==> config.mk <==
export PLATFORM = sky130hd
export DESIGN_NAME = pm25_int8_mlp_calibrator
export DESIGN_NICKNAME = d
export VERILOG_FILES = /design/src/hw/rtl/pmc_pkg.sv /design/src/hw/rtl/pm25_int8_mlp_calibrator.sv /design/src/hw/rtl/pmc_front.sv
export SDC_FILE = /design/constraint.sdc
export NUM_CORES = 1
export LEC_CHECK = 0
export ABC_CLOCK_PERIOD_IN_PS = 16300
export BUFFER_PORTS_ARGS = -buffer_cell sky130_fd_sc_hd__buf_2
export CORE_MARGIN = 1
export CORE_UTILIZATION = 65
export CTS_BUF_LIST = sky130_fd_sc_hd__clkbuf_8 sky130_fd_sc_hd__clkbuf_16
export CTS_CLUSTER_DIAMETER = 150
export DETAILED_ROUTE_END_ITERATION = 16
export PLACE_DENSITY = 0.84
export SKIP_LAST_GASP = 1
export SYNTH_ARGS = -nofsm -noshare
export SYNTH_HDL_FRONTEND = slang
export SYNTH_SLANG_ARGS = --single-unit
==> constraint.sdc <==
create_clock -name clk -period 16.3 [get_ports clk]
set_clock_uncertainty 0.2 [all_clocks]
set_input_delay 0.815 -clock clk [delete_from_list [all_inputs] [get_ports clk]]
set_output_delay 0.815 -clock clk [all_outputs]
set_load 0.01 [all_outputs]
==> src/hw/rtl/pmc_pkg.sv <==
// ----------------------------------------------------------------------------
// pmc_pkg: shared types, constants and helpers of the PM2.5 calibrator
// Network weights, result kind codes and the int8 rounding/requant functions.
// ----------------------------------------------------------------------------
package pmc_pkg;

  // Fixed field widths
  localparam int PM_W   = 16;
  localparam int ENV_W  = 13;
  localparam int OUT_W  = 17;
  localparam int KIND_W = 2;

  // Default number of fraction bits on the inputs
  localparam int INPUT_FRAC_BITS_DEF = 4;

  // Result kind codes
  localparam logic [KIND_W-1:0] KIND_NET  = 2'd0;
  localparam logic [KIND_W-1:0] KIND_PASS = 2'd1;
  localparam logic [KIND_W-1:0] KIND_ZERO = 2'd2;

  // Network shape
  localparam int N_IN  = 3;
  localparam int N_H1  = 8;
  localparam int N_H2  = 4;

  // Fixed weights and biases
  localparam int W_L1 [N_H1][N_IN] = '{
    '{59, -4, 0}, '{26, 0, 64}, '{0, 0, 0}, '{0, 0, 0},
    '{0, 0, 0},   '{0, 0, 0},   '{0, 0, 0}, '{0, 0, 0}
  };
  localparam int B_L1 [N_H1] = '{271, -5120, -64, -64, -64, -64, -64, -64};
  localparam int W_L2 [N_H2][N_H1] = '{
    '{64, 0, 0, 0, 0, 0, 0, 0},
    '{0, 64, 0, 0, 0, 0, 0, 0},
    '{0, 0, 0, 0, 0, 0, 0, 0},
    '{0, 0, 0, 0, 0, 0, 0, 0}
  };
  localparam int B_L2 [N_H2] = '{0, 0, -128, -128};
  localparam int W_OUT [N_H2] = '{127, -85, 0, 0};
  localparam int B_OUT = 0;

  // Side info that rides along the pipe with each sample
  typedef struct packed {
    logic [OUT_W-1:0]  value;      // pass-through or zero value
    logic [KIND_W-1:0] kind;
    logic              distorted;
  } side_t;

  // Output of the front end: quantized inputs and side info
  typedef struct packed {
    logic signed [7:0] q_pm;
    logic signed [7:0] q_tc;
    logic signed [7:0] q_rh;
    side_t             side;
  } front_t;

  // round(x / 2^sh), half away from zero, then saturate to int8
  function automatic logic signed [7:0] round_sat8(input logic signed [16:0] x,
                                                   input int sh);
    logic signed [17:0] xs;
    logic [17:0]        mag;
    logic [17:0]        half;
    logic [17:0]        r;
    logic signed [7:0]  res;
    xs   = 18'(x);
    mag  = (xs < 0) ? 18'(-xs) : 18'(xs);
    half = (18'd1 << sh) >> 1;
    r    = (mag + half) >> sh;
    if (xs < 0) begin
      res = (r > 18'd128) ? -8'sd128 : 8'(-r);
    end else begin
      res = (r > 18'd127) ? 8'sd127 : 8'(r);
    end
    return res;
  endfunction

  // ReLU, add rounding, shift right 6, saturate (result is never negative)
  function automatic logic [6:0] requant(input int acc);
    int s;
    s = (acc + 32) >>> 6;
    if (acc < 0) return 7'd0;
    if (s > 127) return 7'd127;
    return 7'(s);
  endfunction

endpackage

==> src/hw/rtl/pm25_int8_mlp_calibrator.sv <==
// ----------------------------------------------------------------------------
// pm25_int8_mlp_calibrator: int8 3-8-4-1 network PM2.5 calibrator
// Registers A-D lie between input and result; one sample per cycle unless stalled.
// Stages: quantize, hidden layer 1, hidden layer 2, output layer/select.
// A full stage holds under output backpressure; nothing is lost or repeated.
// Synchronous active-low reset clears the stage valid bits only.
// ----------------------------------------------------------------------------
module pm25_int8_mlp_calibrator
  import pmc_pkg::*;
#(
  parameter int INPUT_FRAC_BITS = INPUT_FRAC_BITS_DEF
) (
  input  logic        clk,
  input  logic        rst_n,
  input  logic        in_tvalid,
  output logic        in_tready,
  input  logic [47:0] in_tdata,   // pm_raw[15:0], temperature[28:16], humidity[41:29]
  output logic        out_tvalid,
  input  logic        out_tready,
  output logic [23:0] out_tdata,  // pm_calibrated[16:0]
  output logic [2:0]  out_tuser   // result_kind[1:0], humidity_distorted[2]
);

  // Stage valid and ready
  logic v_a_r, v_b_r, v_c_r, v_d_r;
  logic rdy_a, rdy_b, rdy_c, rdy_d;

  assign rdy_d     = !v_d_r || out_tready;
  assign rdy_c     = !v_c_r || rdy_d;
  assign rdy_b     = !v_b_r || rdy_c;
  assign rdy_a     = !v_a_r || rdy_b;
  assign in_tready = rdy_a;

  // Front end
  front_t front;

  pmc_front #(
    .INPUT_FRAC_BITS(INPUT_FRAC_BITS)
  ) u_front (
    .pm_raw     (in_tdata[15:0]),
    .temperature(in_tdata[28:16]),
    .humidity   (in_tdata[41:29]),
    .front      (front)
  );

  // Stage A: quantized inputs
  logic signed [7:0] q_a_r [N_IN];
  side_t             side_a_r;

  // Stage B: hidden layer 1
  logic [6:0] h1_nxt [N_H1];
  logic [6:0] h1_r   [N_H1];
  side_t      side_b_r;

  // Stage C: hidden layer 2
  logic [6:0] h2_nxt [N_H2];
  logic [6:0] h2_r   [N_H2];
  side_t      side_c_r;

  // Stage D: output register
  logic [OUT_W-1:0]  value_nxt;
  logic [OUT_W-1:0]  value_r;
  logic [KIND_W-1:0] kind_r;
  logic              dist_r;

  // Layer 1 MAC and requant
  always_comb begin
    int acc;
    for (int i = 0; i < N_H1; i++) begin
      acc = B_L1[i];
      for (int j = 0; j < N_IN; j++) begin
        acc = acc + int'(q_a_r[j]) * W_L1[i][j];
      end
      h1_nxt[i] = requant(acc);
    end
  end

  // Layer 2 MAC and requant
  always_comb begin
    int acc;
    for (int i = 0; i < N_H2; i++) begin
      acc = B_L2[i];
      for (int j = 0; j < N_H1; j++) begin
        acc = acc + int'({1'b0, h1_r[j]}) * W_L2[i][j];
      end
      h2_nxt[i] = requant(acc);
    end
  end

  // Output layer, clamp at zero, pick result by kind
  always_comb begin
    int acc;
    acc = B_OUT;
    for (int i = 0; i < N_H2; i++) begin
      acc = acc + int'({1'b0, h2_r[i]}) * W_OUT[i];
    end
    if (side_c_r.kind != KIND_NET) begin
      value_nxt = side_c_r.value;
    end else if (acc < 0) begin
      value_nxt = '0;
    end else begin
      value_nxt = acc[OUT_W-1:0];
    end
  end

  // Valid bits
  always_ff @(posedge clk) begin
    if (!rst_n) begin
      v_a_r <= 1'b0;
      v_b_r <= 1'b0;
      v_c_r <= 1'b0;
      v_d_r <= 1'b0;
    end else begin
      if (rdy_a) v_a_r <= in_tvalid;
      if (rdy_b) v_b_r <= v_a_r;
      if (rdy_c) v_c_r <= v_b_r;
      if (rdy_d) v_d_r <= v_c_r;
    end
  end

  // Payload registers
  always_ff @(posedge clk) begin
    if (rdy_a) begin
      q_a_r[0] <= front.q_pm;
      q_a_r[1] <= front.q_tc;
      q_a_r[2] <= front.q_rh;
      side_a_r <= front.side;
    end
    if (rdy_b) begin
      h1_r     <= h1_nxt;
      side_b_r <= side_a_r;
    end
    if (rdy_c) begin
      h2_r     <= h2_nxt;
      side_c_r <= side_b_r;
    end
    if (rdy_d) begin
      value_r <= value_nxt;
      kind_r  <= side_c_r.kind;
      dist_r  <= side_c_r.distorted;
    end
  end

  assign out_tvalid = v_d_r;
  assign out_tdata  = {7'd0, value_r};
  assign out_tuser  = {dist_r, kind_r};

endmodule

==> src/hw/rtl/pmc_front.sv <==
// ----------------------------------------------------------------------------
// pmc_front: input classification and int8 quantization
// Decides the result kind, the pass-through value and the distortion flag,
// and quantizes the three inputs for the network.
// ----------------------------------------------------------------------------
module pmc_front
  import pmc_pkg::*;
#(
  parameter int INPUT_FRAC_BITS = INPUT_FRAC_BITS_DEF
) (
  input  logic signed [PM_W-1:0]  pm_raw,
  input  logic signed [ENV_W-1:0] temperature,
  input  logic signed [ENV_W-1:0] humidity,
  output front_t                  front
);

  localparam int ONE = 1 << INPUT_FRAC_BITS;
  localparam int SHL = (INPUT_FRAC_BITS <= 6) ? 6 - INPUT_FRAC_BITS : 0;
  localparam int SHR = (INPUT_FRAC_BITS > 6) ? INPUT_FRAC_BITS - 6 : 0;

  int          pm_i;
  int          tc_i;
  int          rh_i;
  logic [31:0] pm_u;
  logic [31:0] pass_val;
  logic        rh_in_range;
  logic        out_of_range;

  assign pm_i = int'(pm_raw);
  assign tc_i = int'(temperature);
  assign rh_i = int'(humidity);
  assign pm_u = 32'(pm_i);

  // Raw value scaled to 1/64 ug/m3
  assign pass_val = (INPUT_FRAC_BITS <= 6) ? (pm_u << SHL) : (pm_u >> SHR);

  assign rh_in_range  = (rh_i >= 0) && (rh_i <= 100 * ONE);
  assign out_of_range = (pm_i > 508 * ONE) || (tc_i < -40 * ONE) ||
                        (tc_i > 125 * ONE) || !rh_in_range;

  // Classification and quantization to int8
  always_comb begin
    front.q_pm = round_sat8(17'(pm_raw), INPUT_FRAC_BITS + 2);
    front.q_tc = round_sat8(17'(temperature), INPUT_FRAC_BITS);
    front.q_rh = round_sat8(17'(humidity), INPUT_FRAC_BITS);
    front.side.distorted = (pm_i > 0) && rh_in_range && (rh_i > 60 * ONE) &&
                           (pm_i > 10 * ONE);
    if (pm_i < 0) begin
      front.side.kind  = KIND_ZERO;
      front.side.value = '0;
    end else if (out_of_range) begin
      front.side.kind  = KIND_PASS;
      front.side.value = pass_val[OUT_W-1:0];
    end else begin
      front.side.kind  = KIND_NET;
      front.side.value = '0;
    end
  end

endmodule

==> results.cfg, run 1 <==
[run_status]
outcome = finished clean

[sta]
fin_crit_ps = 9100
hold_violations = 0
setup_tns_ps = 0
min_period_over_period_pct = 55.8
rsz0062_at_grt = false
setup_viol = 0
fmax_mhz = 110
drv_slew = 0
relSlewSlack_pct = 19.1
tightest_slew_ps = 1210

[synth]
syn_inst = 1617
synth.cell_area_um2 = 15200
async_flop_share_pct = 0
synth.distinct_cells = 85
synth_seq_area_share_pct = 25.5
synth_top_area_share_pct = 24.9
syn_area_per_cell_um2 = 9.38
synth_area_leaders = edfxtp_1 25%, ha_1 17%, fa_1 12%
dominantRegCellSynth = edfxtp_1
synth-edff-count = 126
yosysWarnings = 0
ys_ff_latch = 130
synth_top_area_cell = edfxtp_1

[clock_tree]
cts_tree = done
root_buffer = clkbuf_16
hold_buffers = 0
cts_resized = 0
post-cts-setup-buffers = 0
cts.path.max_buffers = 2
htreeDepth = 4
worstSkewPairLatency_ps = 430
cts_buffers = 17
clkTransAtPathRegs_ps = 70
clock-sinks = 130

[worst_setup_path]
cpMostUsedCell = fa_1
cp.depth = 28
crit_start = h2_r[24]
reg2reg_to = value_r[2]
cp-end-kind = register
crit_path_max_incr_delay_ps = 960
cpLargestDelayFamily = adder cells
cp-start-kind = register
timing.rr.start = h2_r[24]
worst-setup-path-type = reg -> reg
required_ps = 16220
crit_end = value_r[2]
worst-r2r-cell-count = 28
cp_slowest_cell = xor2_1
crit_buf_inv = 5
cp_data_arrival_time_ps = 9020
crit_fanout = 16
worst-r2r-setup-slack_ps = 7200

[route]
vias_per_cell = 5.85
drt-total-wl_mm = 31.4
drc = 0
postRouteAntennaNets = 0
vias = 11575
drtIter0Drc = 840
firstDrtPassIters = 6
wl_per_cell_um = 15.9

[global_routing]
grt_pass1_vias = 11484
met3_usage_pct = 3.84
use_met2_pct = 49.2
grt_use_total_pct = 27.2
grt_pass1_wl_mm = 52.6
overflow = 0
grt_max_degree = 60
gr-usage-met1_pct = 33.2
grt_most_used_layer = met2
antenna_found_initial = 0

[final_layout]
fill_cells = 1563
layout.cells.most_common = inv_1
n_antenna_cell = 0
syn2layout_area_growth_pct = 7.42
regArea_um2 = 3860
multi_input_area_um2 = 10100
final_cell_mix = 262 x inv_1, 209 x ha_1, 126 x edfxtp_1, 109 x xnor2_1, 104 x nand2_1
final_layout_size_suffix_gt1_share_pct = 7.80
final_net_count = 2009

[place]
gp_congestion = 0.913
place_hpwl_mm = 23.8
port_buffers = 67

[floorplanning]
fp.dieH_um = 155
die_w_um = 155
die-area_um2 = 23900
core_area_um2 = 22800
rows = 55
io_pins = 81
initial_core_util_pct = 66.6

[flow_run]
maxCapViolCount = 0

[worst_hold_path]
hold_class = reg -> reg
-- state kept, by name, summed over array words and instances, names as in the netlist, 2 cells and up --
name	cells
h1_r	14
kind_r	2
h2_r	14
side_a_r	18
q_a_r	24
side_c_r	18
value_r	17
side_b_r	18
-- cell type report --
type	count	area share, %
clock buffers	17	2.61
flip-flops and latches	130	23.7
inverters	263	6.06
multi-input cells	1172	61.9
well taps	313	2.40
clock inverters	15	1.14
repair buffers	70	2.20
-- per-layer routing --
metal | up-vias | part of all wire [%]
met1 | 5535 | 42
li1 | 5595 | -
met4 | 0 | 2.3
met5 | - | 0
met2 | 374 | 51
met3 | 71 | 4.6
-- cell usage after synthesis, types with 5 or more instances --
cell      count
a21boi_0      6
a21o_1       23
a21oi_1      95
a22oi_1      10
a31oi_1      20
and2_1       21
and3_1       10
buf_2         5
buf_4        10
clkbuf_1     39
edfxtp_1    126
fa_1         94
ha_1        209
inv_1       262
mux2i_1      15
nand2_1     105
nand2b_1     16
nand3_1      28
nand3b_1      5
nand4_1      14
nor2_1       69
nor2b_1      16
nor3_1       21
nor3b_1       8
nor4_1        7
o211ai_1      8
o21a_1       11
o21ai_0      63
o21ai_1       6
o21bai_1     10
o22ai_1      10
o31a_1        5
o31ai_1      14
o41ai_1       5
or3_1         8
or4_1         7
xnor2_1     109
xor2_1       54
-- kinds of logic (layout without fill, tap and decap cells) --
family                     count (synthesis)  after routing  synth area share [%]
muxes                                     18             18                  1.24
adders and majority gates                304            304                  29.7
xor gates and xnor gates                 163            163                  9.41
and+or+nand+nor                          358            358                  12.3
AOI/OAI and AO/OA                        322            322                  13.7
DFF                                      130            130                  25.5
buffers and inverters                    321            365                  8.23
other                                      1              7                0.0247
-- through the flow --
stage	cells	worst slack, ps	hold slack, ps	utilization (%)	instance area, um2
5_1_grt	1980	6610	215	71.5	16300
4_1_cts	1980	7250	209	71.5	16300
3_5_place_dp	1948	7360	205	68.8	15700
3_3_place_gp	1948	7560	201	68.8	15700
2_1_floorplan	1623	8290	200	-	15200
6_report	1980	7200	207	71.5	16300
-- worst min path at each step --
stage | from | to | slack, ps | cells past startpoint
2_1_floorplan | side_c_r[0] | dist_r | 200 | 0
3_3_place_gp | side_b_r[10] | side_c_r[10] | 200 | 0
3_5_place_dp | side_a_r[17] | side_b_r[17] | 200 | 0
4_1_cts | h1_r[44] | h2_r[16] | 210 | 0
5_1_grt | h1_r[46] | h2_r[18] | 220 | 0
6_report | h1_r[47] | h2_r[19] | 210 | 0
Power of run 1 is not shown: default switching activity piles up to over one toggle a cycle in this logic, so the estimate is an artifact.
==> run 2: changes to the inputs <==
Settings changed: ABC_CLOCK_PERIOD_IN_PS 16300 to 7500, CORE_UTILIZATION 65 to 58, PLACE_DENSITY 0.84 to 0.79.
Clock period 16.3 ns to 7.5 ns, I/O delays scaled along.
==> run 2 against run 1 <==
Design area increased by 3.5%. First-iteration DRC count decreased by 5.8%. Cell count increased by 3.1%. The run now ends with negative setup slack left. Hold slack got worse by 200 ps.
==> results.cfg, run 2 (synthesis results as in run 1) <==
[run_status]
outcome = finished, violations left
failed_checks = negative setup slack

[clock_tree]
htreeDepth = 4
cts_tree = done
clock-sinks = 130
cts.path.max_buffers = 2
hold_buffers = 0
worstSkewPairLatency_ps = 420
root_buffer = clkbuf_16
cts_buffers = 17
clkTransAtPathRegs_ps = 60

[sta]
setup_tns_ps = -6520
drv_slew = 0
setup_viol = 16
rsz0062_at_grt = true
min_period_over_period_pct = 106
tightest_slew_ps = 929
hold_violations = 0
finalWorstSetupSlack_ps = -435
fin_crit_ps = 7940
fmax_mhz = 126
relSlewSlack_pct = 37.8

[final_layout]
fill_cells = 1898
final_layout_size_suffix_gt1_share_pct = 13.0
largest-register = q_a_r
n_antenna_cell = 0
syn2layout_area_growth_pct = 11.2
layout.cells.most_common = inv_1
largest_register_ffs = 24
final_net_count = 2054
final_cell_mix = 257 x inv_1, 200 x ha_1, 126 x edfxtp_1, 106 x xnor2_1, 103 x nand2_1

[worst_setup_path]
cp_slowest_cell = fa_1
cpLargestDelayFamily = adder cells
cpMostUsedCell = fa_1
crit_buf_inv = 6
crit_path_max_incr_delay_ps = 620
worst-r2r-cell-count = 29
cp_data_arrival_time_ps = 7890
crit_fanout = 6
worst-setup-path-type = reg -> reg
cp-end-kind = register
cp.depth = 29
cp-start-kind = register
required_ps = 7450

[route]
drtIter0Drc = 791
drc = 0
vias_per_cell = 5.71
drt-total-wl_mm = 32.6
postRouteAntennaNets = 0
firstDrtPassIters = 6
wl_per_cell_um = 16.0
vias = 11661

[global_routing]
grt_max_degree = 52
grt_use_total_pct = 24.8
antenna_found_initial = 0
use_met2_pct = 45.0
overflow = 0
grt_pass1_vias = 11334
grt_pass1_wl_mm = 53.1
met3_usage_pct = 3.43
grt_most_used_layer = met2
gr-usage-met1_pct = 30.5

[floorplanning]
die-area_um2 = 26800
fp.dieH_um = 164
initial_core_util_pct = 59.7
io_pins = 81
core_area_um2 = 25400
die_w_um = 164
rows = 58

[place]
port_buffers = 67
place_hpwl_mm = 24.6
gp_congestion = 0.887
preCtsSetupSlack_ps = -329

[worst_hold_path]
hold_depth = 3
hold_class = in -> reg

[flow_run]
maxCapViolCount = 0
==> run 2: metrics by stage <==
step	hold slack, ps	instance area [um2]	std cells	util [%]
5_1_grt	12.2	16900	2042	66.4
6_report	9.67	16900	2042	66.4
2_1_floorplan	200	15300	1623	-
3_3_place_gp	200	15900	1989	62.7
3_5_place_dp	205	15900	1989	62.7
4_1_cts	4.11	16700	2035	65.9
==> run 2: path summary, 6_finish.rpt <==
check / to / slack (ps) / startpoint
worst max-delay path: value_r[7] / -440 / h2_r[24]
worst min-delay path: v_a_r / 10 / in_tvalid
worst max register to register: value_r[7] / -440 / h2_r[24]
worst min register to register: side_c_r[14] / 210 / side_b_r[14]
==> run 2: metal layers <==
layer  up-vias  wire (um)
met5         -          0
met4         0        697
met3        59       1300
met2       316      16700
met1      5579      13900
li1       5707          -
==> run 2: repair_timing <==
action,in CTS,in global routing
buffers inserted,13,7
endpoints found under the hold margin,0,0
gates resized for setup,37,20
pin swaps,32,8
cloned,1,0
endpoints found under the setup margin,16,23
==> run 2: layout make-up <==
cell class                      count  area, um2  area share, %
Sequential cell                   130       3860           22.9
Clock inverter                     15        143          0.846
Tap cell                          330        413           2.45
Multi-Input combinational cell   1172      10300           61.2
Timing Repair Buffer              115        714           4.23
Inverter                          263        987           5.85
Clock buffer                       17        425           2.52
==> run 2: worst reg2reg max path: cells and delay by family (launching register included) <==
| family | cells | cell delay (ps) |
|---|---|---|
| DFF | 1 | 470 |
| and+or+nand+nor | 2 | 240 |
| adders and majority gates | 11 | 4640 |
| AOI/OAI and AO/OA | 8 | 1220 |
| buffers and inverters | 6 | 450 |
| xor gates and xnor gates | 2 | 440 |
Power of run 2 is left out for the same reason.
==> run 3: changes to the inputs <==
Settings changed: ABC_CLOCK_PERIOD_IN_PS 7500 to 9100, CORE_UTILIZATION 58 to 50, PLACE_DENSITY 0.79 to 0.67.
Clock period 7.5 ns to 9.1 ns, I/O delays scaled along.
==> run 3 against run 2 <==
The run now ends clean. First-iteration DRC count decreased by 37%. Count of clock-buffer cells in the layout unchanged. Via count fell by 5.4%.
==> results.cfg, run 3 (synthesis results as in run 1) <==
[worst_setup_path]
crit_fanout = 16
cpMostUsedCell = fa_1
required_ps = 9140
cp_data_arrival_time_ps = 8270
worst-setup-path-type = reg -> reg
worst-r2r-setup-slack_ps = 870
crit_path_max_incr_delay_ps = 630
cp-end-kind = register
cp-start-kind = register
worst-r2r-cell-count = 29
cp_slowest_cell = fa_1

[clock_tree]
clock-sinks = 130
cts.path.max_buffers = 2
cts_resized = 0
worstSkewPairLatency_ps = 430
cts_tree = done
htreeDepth = 4
clkTransAtPathRegs_ps = 70
cts_buffers = 17
hold_buffers = 0
root_buffer = clkbuf_16
post-cts-setup-buffers = 0

[sta]
rsz0062_at_grt = false
min_period_over_period_pct = 90.4
tightest_slew_ps = 989
fmax_mhz = 122
relSlewSlack_pct = 33.8
drv_slew = 0
hold_violations = 0
setup_tns_ps = 0
setup_viol = 0
fin_crit_ps = 8230

[floorplanning]
die_w_um = 176
fp.dieH_um = 176
die-area_um2 = 31000
core_area_um2 = 29700
io_pins = 81
initial_core_util_pct = 51.0
rows = 63

[final_layout]
final_net_count = 2011
multi_input_area_um2 = 10100
largest_register_ffs = 24
final_layout_size_suffix_gt1_share_pct = 7.91
n_antenna_cell = 0
final_cell_mix = 262 x inv_1, 209 x ha_1, 126 x edfxtp_1, 109 x xnor2_1, 104 x nand2_1
fill_cells = 2655
final_core_util_pct = 55.2
layout.cells.most_common = inv_1
regArea_um2 = 3860
syn2layout_area_growth_pct = 8.08
largest-register = q_a_r

[worst_hold_path]
hold_class = in -> reg
hold_depth = 3

[route]
postRouteAntennaNets = 0
drt-total-wl_mm = 28.6
vias = 11027
drtIter0Drc = 495
drc = 0
firstDrtPassIters = 4
vias_per_cell = 5.36
wl_per_cell_um = 13.9

[flow_run]
maxCapViolCount = 0

[global_routing]
grt_max_degree = 57
grt_pass1_vias = 10566
grt_use_total_pct = 19.2
antenna_found_initial = 0
overflow = 0
grt_pass1_wl_mm = 48.7

[place]
port_buffers = 67
gp_congestion = 0.871
place_hpwl_mm = 23.2

[run_status]
outcome = finished clean
## run 3: critical path, delay by kind of cell (launching register included)
kind / cells / cell delay (ps)
buf+inv: 6 / 490
flops: 1 / 500
simple gates: 2 / 230
xor+xnor: 2 / 300
fa+ha+maj: 11 / 4820
compound gates: 8 / 1500
## run 3: area by class of cell
| type | instances | area share [%] |
|---|---|---|
| clock buffers | 17 | 2.60 |
| clock inverters | 15 | 1.08 |
| inverters | 263 | 6.02 |
| multi-input cells | 1172 | 61.5 |
| flip-flops and latches | 130 | 23.6 |
| well taps | 390 | 2.98 |
| repair buffers | 72 | 2.27 |
## run 3: per-stage QoR
step | instances | worst slack (ps) | instance area (um2) | hold WS (ps)
after floorplan | 1623 | 1090 | 15200 | 200
after global placement | 2027 | 968 | 15800 | 202
after detailed placement | 2027 | 877 | 15800 | 205
after CTS | 2059 | 836 | 16400 | 53.5
after global routing | 2059 | 303 | 16400 | 66.2
final | 2059 | 871 | 16400 | 68.7
## run 3: final timing paths
path | endpoint | from
setup / recovery | value_r[8] | h2_r[24]
hold / removal | v_a_r | in_tvalid
setup reg to reg | value_r[8] | h2_r[24]
hold reg to reg | side_c_r[16] | side_b_r[16]
## run 3: layer usage
metal  global-route usage, %  routed length (um)  vias to the layer above
met3                    2.50                 817                       27
met4                    3.91                 279                        0
li1                        -                   -                     5612
met2                    32.9               13800                      168
met1                    25.8               13700                     5220
met5                       0                   0                        -
Power of run 3 is left out for the same reason.
